`config.mk`:
```
export PLATFORM = sky130hd
export DESIGN_NAME = button_glitch_filter_autorepeat
export DESIGN_NICKNAME = d
export VERILOG_FILES = /design/src/design/bgfa_pkg.sv /design/src/design/button_glitch_filter_autorepeat.sv
export SDC_FILE = /design/constraint.sdc
export NUM_CORES = 1
export LEC_CHECK = 0
export BUFFER_PORTS_ARGS = -buffer_cell sky130_fd_sc_hd__buf_4
export CORE_ASPECT_RATIO = 0.5
export CORE_MARGIN = 4
export CORE_UTILIZATION = 35
export CTS_CLUSTER_DIAMETER = 40
export DETAILED_ROUTE_END_ITERATION = 8
export MAX_ROUTING_LAYER = met4
export PLACE_DENSITY = 0.59
export SLEW_MARGIN = 20
export SYNTH_ARGS = -nofsm -noshare
export SYNTH_HDL_FRONTEND = slang
export SYNTH_SLANG_ARGS = --single-unit
```
`constraint.sdc`:
```
create_clock -name clk -period 22.9 [get_ports clk]
set_clock_uncertainty 0.15 [all_clocks]
set_input_delay 1.145 -clock clk [delete_from_list [all_inputs] [get_ports clk]]
set_output_delay 1.145 -clock clk [all_outputs]
set_load 0.005 [all_outputs]
```
`src/design/bgfa_pkg.sv`:
```
package bgfa_pkg;

    // Widths of the time stamp and of the configuration registers.
    localparam int unsigned TIME_W = 32;
    localparam int unsigned CFG_W  = 16;
    localparam int unsigned ADDR_W = 3;

    // Configuration register indexes.
    typedef enum logic [ADDR_W-1:0] {
        REG_GLITCH_HOLD   = 3'd0,
        REG_BASE_REPEAT   = 3'd1,
        REG_MEDIUM_REPEAT = 3'd2,
        REG_FAST_REPEAT   = 3'd3,
        REG_MEDIUM_HOLD   = 3'd4,
        REG_FAST_HOLD     = 3'd5
    } reg_index_t;

    // Reset values of the configuration registers.
    localparam logic [CFG_W-1:0] GLITCH_HOLD_RST   = 16'd30;
    localparam logic [CFG_W-1:0] BASE_REPEAT_RST   = 16'd200;
    localparam logic [CFG_W-1:0] MEDIUM_REPEAT_RST = 16'd70;
    localparam logic [CFG_W-1:0] FAST_REPEAT_RST   = 16'd40;
    localparam logic [CFG_W-1:0] MEDIUM_HOLD_RST   = 16'd3000;
    localparam logic [CFG_W-1:0] FAST_HOLD_RST     = 16'd6000;

    // Input beat.
    typedef struct packed {
        logic [TIME_W-1:0] now_ms;
        logic              raw_up;
        logic              raw_down;
    } in_beat_t;

    // Output beat.
    typedef struct packed {
        logic step_up;
        logic step_down;
        logic up_level;
        logic down_level;
    } out_beat_t;

    // Configuration settings as seen by the button logic.
    typedef struct packed {
        logic [CFG_W-1:0] glitch_hold_ms;
        logic [CFG_W-1:0] base_repeat_ms;
        logic [CFG_W-1:0] medium_repeat_ms;
        logic [CFG_W-1:0] fast_repeat_ms;
        logic [CFG_W-1:0] medium_hold_ms;
        logic [CFG_W-1:0] fast_hold_ms;
    } cfg_t;

    // State kept for one button.
    typedef struct packed {
        logic              raw_seen;
        logic [TIME_W-1:0] raw_change_time;
        logic              filtered;
        logic              held_flag;
        logic [TIME_W-1:0] press_start_time;
        logic [TIME_W-1:0] last_step_time;
    } btn_state_t;

    // Next state of one button plus its step pulse.
    typedef struct packed {
        btn_state_t state;
        logic       step;
    } btn_result_t;

    // Glitch filter and accelerating repeat for one button on one beat.
    function automatic btn_result_t btn_update(
        input btn_state_t        cur,
        input logic [TIME_W-1:0] now,
        input logic              raw,
        input cfg_t              cfg
    );
        btn_result_t       res;
        logic [TIME_W-1:0] since_change;
        logic [TIME_W-1:0] hold;
        logic [TIME_W-1:0] since_step;
        logic [CFG_W-1:0]  interval;

        res.state    = cur;
        res.step     = 1'b0;
        since_change = now - cur.raw_change_time;

        // A raw change restarts the hold timer; a steady level passes once held long enough.
        if (raw != cur.raw_seen)
        begin
            res.state.raw_seen        = raw;
            res.state.raw_change_time = now;
        end
        else if ((raw != cur.filtered) &&
                 (since_change >= {{(TIME_W-CFG_W){1'b0}}, cfg.glitch_hold_ms}))
        begin
            res.state.filtered = raw;
        end

        // Mark the start of a press on the first beat the filtered level is high.
        if (res.state.filtered && !cur.held_flag)
        begin
            res.state.press_start_time = now;
            res.state.held_flag        = 1'b1;
        end
        if (!res.state.filtered)
        begin
            res.state.held_flag = 1'b0;
        end

        hold       = now - res.state.press_start_time;
        since_step = now - cur.last_step_time;

        // The long hold threshold is tested first.
        if (hold > {{(TIME_W-CFG_W){1'b0}}, cfg.fast_hold_ms})
        begin
            interval = cfg.fast_repeat_ms;
        end
        else if (hold > {{(TIME_W-CFG_W){1'b0}}, cfg.medium_hold_ms})
        begin
            interval = cfg.medium_repeat_ms;
        end
        else
        begin
            interval = cfg.base_repeat_ms;
        end

        if (res.state.filtered && (since_step > {{(TIME_W-CFG_W){1'b0}}, interval}))
        begin
            res.state.last_step_time = now;
            res.step                 = 1'b1;
        end

        return res;
    endfunction

endpackage

```
`src/design/button_glitch_filter_autorepeat.sv`:
```
// Two-button glitch filter with accelerating auto-repeat.
//
// Input channel (in_valid/in_ready/in_data): one beat per sample, carrying a
// free-running millisecond time stamp and the raw up and down button levels.
// Output channel (out_valid/out_ready/out_data): exactly one beat per input
// beat, with a step pulse for each button and the filtered button levels.
// Configuration: six 16-bit registers written through cfg_en/cfg_addr/cfg_data;
// writes to unused indexes are dropped. Write them only
// while no beat is in flight.
//
// The beat is held in the input register, then the filter and repeat logic
// loads the output register, which drives out_valid. Throughput is one beat
// per cycle while the receiver does not stall; the button state updates as
// each beat moves into the output register.
// When the receiver stalls, the output beat holds and the input register
// still takes one more beat; after that in_ready drops until out_ready returns.
// Reset clears all button state to zero (filters low, timers at zero), loads
// the configuration defaults and empties both registers.
module button_glitch_filter_autorepeat (
    input  logic                             clk,
    input  logic                             rst_n,
    input  logic                             in_valid,
    output logic                             in_ready,
    input  bgfa_pkg::in_beat_t               in_data,
    output logic                             out_valid,
    input  logic                             out_ready,
    output bgfa_pkg::out_beat_t              out_data,
    input  logic                             cfg_en,
    input  logic [bgfa_pkg::ADDR_W-1:0]      cfg_addr,
    input  logic [bgfa_pkg::CFG_W-1:0]       cfg_data
);
    import bgfa_pkg::*;

    cfg_t        cfg_reg;
    logic        in_valid_reg;
    in_beat_t    in_data_reg;
    logic        out_valid_reg;
    out_beat_t   out_data_reg;
    btn_state_t  up_reg;
    btn_state_t  down_reg;
    btn_result_t up_next;
    btn_result_t down_next;
    logic        advance;

    // Configuration register writes.
    always_ff @(posedge clk or negedge rst_n)
    begin
        if (!rst_n)
        begin
            cfg_reg.glitch_hold_ms   <= GLITCH_HOLD_RST;
            cfg_reg.base_repeat_ms   <= BASE_REPEAT_RST;
            cfg_reg.medium_repeat_ms <= MEDIUM_REPEAT_RST;
            cfg_reg.fast_repeat_ms   <= FAST_REPEAT_RST;
            cfg_reg.medium_hold_ms   <= MEDIUM_HOLD_RST;
            cfg_reg.fast_hold_ms     <= FAST_HOLD_RST;
        end
        else if (cfg_en)
        begin
            unique case (cfg_addr)
                REG_GLITCH_HOLD:   cfg_reg.glitch_hold_ms   <= cfg_data;
                REG_BASE_REPEAT:   cfg_reg.base_repeat_ms   <= cfg_data;
                REG_MEDIUM_REPEAT: cfg_reg.medium_repeat_ms <= cfg_data;
                REG_FAST_REPEAT:   cfg_reg.fast_repeat_ms   <= cfg_data;
                REG_MEDIUM_HOLD:   cfg_reg.medium_hold_ms   <= cfg_data;
                REG_FAST_HOLD:     cfg_reg.fast_hold_ms     <= cfg_data;
                default:           cfg_reg                  <= cfg_reg;
            endcase
        end
    end

    // The input register moves on whenever the output register is free or being drained.
    assign advance  = !out_valid_reg || out_ready;
    assign in_ready = !in_valid_reg || advance;

    always_ff @(posedge clk or negedge rst_n)
    begin
        if (!rst_n)
        begin
            in_valid_reg <= 1'b0;
        end
        else if (in_ready)
        begin
            in_valid_reg <= in_valid;
        end
    end

    always_ff @(posedge clk)
    begin
        if (in_valid && in_ready)
        begin
            in_data_reg <= in_data;
        end
    end

    // Button logic; the up button and the down button see the same time stamp.
    always_comb
    begin
        up_next   = btn_update(up_reg, in_data_reg.now_ms, in_data_reg.raw_up, cfg_reg);
        down_next = btn_update(down_reg, in_data_reg.now_ms, in_data_reg.raw_down, cfg_reg);
    end

    // Button state commits when the beat moves into the output register.
    always_ff @(posedge clk or negedge rst_n)
    begin
        if (!rst_n)
        begin
            up_reg   <= '0;
            down_reg <= '0;
        end
        else if (in_valid_reg && advance)
        begin
            up_reg   <= up_next.state;
            down_reg <= down_next.state;
        end
    end

    // Output register.
    always_ff @(posedge clk or negedge rst_n)
    begin
        if (!rst_n)
        begin
            out_valid_reg <= 1'b0;
        end
        else if (advance)
        begin
            out_valid_reg <= in_valid_reg;
        end
    end

    always_ff @(posedge clk)
    begin
        if (in_valid_reg && advance)
        begin
            out_data_reg.step_up    <= up_next.step;
            out_data_reg.step_down  <= down_next.step;
            out_data_reg.up_level   <= up_next.state.filtered;
            out_data_reg.down_level <= down_next.state.filtered;
        end
    end

    assign out_valid = out_valid_reg;
    assign out_data  = out_data_reg;

endmodule

```
==> results_dict.tcl <==
set metrics [dict create \
    die-area_um2 84300 \
    initial_utilization_pct 35.7 \
    switchingPower_mw 2.05 \
    sw_frac_of_total_pct 45.4 \
    r2r-start "in_data_reg[3]$_DFFE_PP_" \
    drive_above_1_share_pct 14.5 \
    required_ns 23.22 \
    rr_endpoint "up_reg[2]$_DFFE_PN0P_" \
    diodes 0 \
    cts_resized 0 \
    synth-async-reset-ratio_pct 88.6 \
    grt_usage_pct 20.8 \
    rows 72 \
    ios 64 \
    hold_path.class "reg2reg" \
    layout-area-overhead-vs-synth_pct 12.8 \
    dieHeight_um 207 \
    core_um2 78000 \
    drv_cap 0 \
    final_core_util_pct 40.2 \
    tightest_slew_ns 1.09 \
    synthTopCellsByArea "dfrtp_1 (24%), ha_1 (14%), mux2_2 (8.8%)" \
    path_class "reg2reg" \
    grt_pass1_wl_um 134000 \
    p_comb_share_pct 61.8 \
    power_mw 4.51 \
    cts_tree "built" \
    setup_viol 0 \
    crit_arrival_ns 17.02 \
    cp_common_cell "o21a_1" \
    synth_top_area_cell "dfrtp_1" \
    syn-num-nets 3470 \
    finalHoldViolations 0 \
    grt_pass1_vias 22800 \
    cts_setup_buffers 0 \
    cts_hold_buffers 0 \
    routed_via_density 5.64 \
    drc 0 \
    die_w_um 407 \
    synth_compound_area_share_pct 19.3 \
    dp_hpwl_um 66600 \
    whs_ns 0.328 \
    p_seq_share_pct 20.2 \
    synth_edf_count 38 \
    reg2reg_slack_ns 6.20 \
    setup_tns_ns 0 \
    routedWlPerCell_um 20.6 \
    slew_viol_final 0 \
    clockPowerShare_pct 18.1 \
    numCtsBuffers 48 \
    powerDensity_nw_per_um2 144 \
    grt_overflow 0 \
    ys_types 89 \
    peakVddDrop_v 0.0000666 \
    synth.area.mux_share_pct 12.6 \
    start_kind "flop" \
    yosysTopAreaCellShare_pct 24.3 \
    p_int_mw 2.46 \
    cpMaxStageDelayCell "edfxtp_1" \
    cts-root-buf "clkbuf_16" \
    ys.flop_type "dfrtp_1" \
    vias 23900 \
    holdPathStages 2 \
    cts.reportedPaths.clkPinSlew_ns 0.06 \
    outcome "completed" \
    drt_pass1_iterations 6 \
    rsz0062_at_grt "false" \
    yosysWarnings 0 \
    synth_adder_area_share_pct 14.6 \
    hold_end "up_reg[54]$_DFFE_PN0P_" \
    clkSinkCount 334 \
    cpPeakStageDelay_ns 0.69 \
    antenna_found_initial 6 \
    ys_seq_elements 334 \
    clkLatencyLatePin_ns 0.60 \
    htree_num_levels 2 \
    fin_crit_sh_pct 72.9 \
    fmax_ghz 0.0599 \
    gp_congestion 0.970 \
    synth_area_um2 27800 \
    crit_path_max_fanout 47 \
    ff2ff_path_depth 65 \
    min-delay-start "up_reg[54]$_DFFE_PN0P_" \
    slew_headroom_pct 27.1 \
    synth-seq-area-share_pct 30.8 \
    routed_wl_um 87000 \
    port_buffers 63 \
    drt-initial-drc-count 1738 \
    nNetsFinal 3526 \
    min_period_ns 16.70 \
    grt_max_degree 139 \
    end_kind "flop" \
    synth_top_family_by_area "compound AO/OA/AOI/OAI gates" \
    yosys.area_share.xor_xnor_pct 3.37 \
    synthSimpleGateAreaFrac_pct 14.4 \
    p_leak_nw 14.2 \
    antenna_left 0 \
    synthCells 3099 \
    cts_buffer_depth 3 \
    avgSynthCellArea_um2 8.98 \
]
==> power by group through the flow <==
stage	logic, mW	registers, mW	clock network [mW]
2_1_floorplan	2.05	0.889	0
3_3_place_gp	2.71	0.910	0
3_5_place_dp	2.74	0.915	0
4_1_cts	2.76	0.907	0.833
5_1_grt	3.10	0.931	0.858
6_report	2.79	0.909	0.814
==> worst max-delay path, delay by kind of cell (launching register included) <==
kind | cells | cell delay [ns]
fa+ha+maj | 5 | 1.54
compound gates | 29 | 6.33
simple gates | 21 | 4.44
buf+inv | 5 | 1.92
xor+xnor | 2 | 0.59
mux | 3 | 0.83
flops | 1 | 0.69
==> cells by family after synthesis <==
kind of cell,count (synthesis)
AO/OA/AOI/OAI,851
XOR/XNOR,107
adder cells (fa/ha/maj),322
buffers and inverters,358
flip-flops,334
multiplexers,324
AND/OR/NAND/NOR,803
==> synthesized netlist by cell type, types with 7 or more instances <==
master,count
a2111oi_0,8
a211oi_1,28
a21boi_0,10
a21o_1,93
a21oi_1,206
a31oi_1,25
a41oi_1,7
and2_1,15
and3_1,21
buf_1,10
clkbuf_1,84
dfrtp_1,270
dfstp_2,26
edfxtp_1,38
ha_1,307
inv_1,255
maj3_1,9
mux2_2,217
mux2i_1,106
nand2_1,254
nand2b_1,67
nand3_1,55
nand4_1,50
nor2_1,143
nor2b_1,47
nor3_1,58
nor4_1,14
nor4b_1,9
o211ai_1,23
o21a_1,36
o21ai_0,256
o21bai_1,23
o22ai_1,19
o31a_1,8
o31ai_1,13
or3_1,23
or4_1,10
xnor2_1,65
xor2_1,42
==> cell type report <==
cell class	count	area, µm²
clock buffer	53	1240
clock inverter	37	512
fill	7718	46600
inverter	256	961
multi-input combinational	2407	18000
sequential	334	8580
tap	1036	1300
timing repair buffer	108	831
==> stage by stage <==
stage                     instances  setup slack, ns  instance area [µm²]
final                          4231             6.20                31400
after detailed placement       4141             6.40                29600
after floorplan                3099             8.92                27800
after global placement         4141             6.49                29600
after CTS                      4231             6.36                31400
after global routing           4231             5.01                31400
==> how the worst max path moves through the flow <==
| stage | start | endpoint |
|---|---|---|
| 2_1_floorplan | in_data_reg[4]$_DFFE_PP_ | up_reg[26]$_DFFE_PN0P_ |
| 3_3_place_gp | in_data_reg[3]$_DFFE_PP_ | up_reg[2]$_DFFE_PN0P_ |
| 3_5_place_dp | in_data_reg[3]$_DFFE_PP_ | up_reg[6]$_DFFE_PN0P_ |
| 4_1_cts | in_data_reg[3]$_DFFE_PP_ | up_reg[2]$_DFFE_PN0P_ |
| 5_1_grt | in_data_reg[3]$_DFFE_PP_ | up_reg[2]$_DFFE_PN0P_ |
| 6_report | in_data_reg[3]$_DFFE_PP_ | up_reg[2]$_DFFE_PN0P_ |
==> routing by layer <==
| layer | part of all wire (%) | vias up | GRT usage [%] | routed length (µm) |
|---|---|---|---|---|
| li1 | - | 11400 | - | - |
| met3 | 6.0 | 121 | 3.28 | 5200 |
| met2 | 43 | 633 | 30.5 | 37000 |
| met5 | 0 | - | - | 0 |
| met4 | 2.2 | 0 | 4.79 | 1900 |
| met1 | 49 | 11700 | 29.9 | 42800 |
==> placed cells by master, fill, tap and decap left out, types with 13 or more instances in the layout <==
cell type  count
nor3_1        56
and3_1        21
a211oi_1      28
inv_1        255
o21a_1        36
a21oi_1      206
ha_1         307
a31oi_1       25
nor2_1       142
dfrtp_1      270
xnor2_1       65
nor2b_1       47
buf_4        106
dfstp_2       26
nand3_1       55
xor2_1        42
a21o_1        93
o21bai_1      23
nand4_1       50
o21ai_0      256
nand2_1      253
mux2_2       217
or3_1         23
o31ai_1       13
o22ai_1       19
clkbuf_16     49
edfxtp_1      38
o211ai_1      23
mux2i_1      105
nor4_1        14
and2_1        14
nand2b_1      67
(Power assumes the default switching activity.)
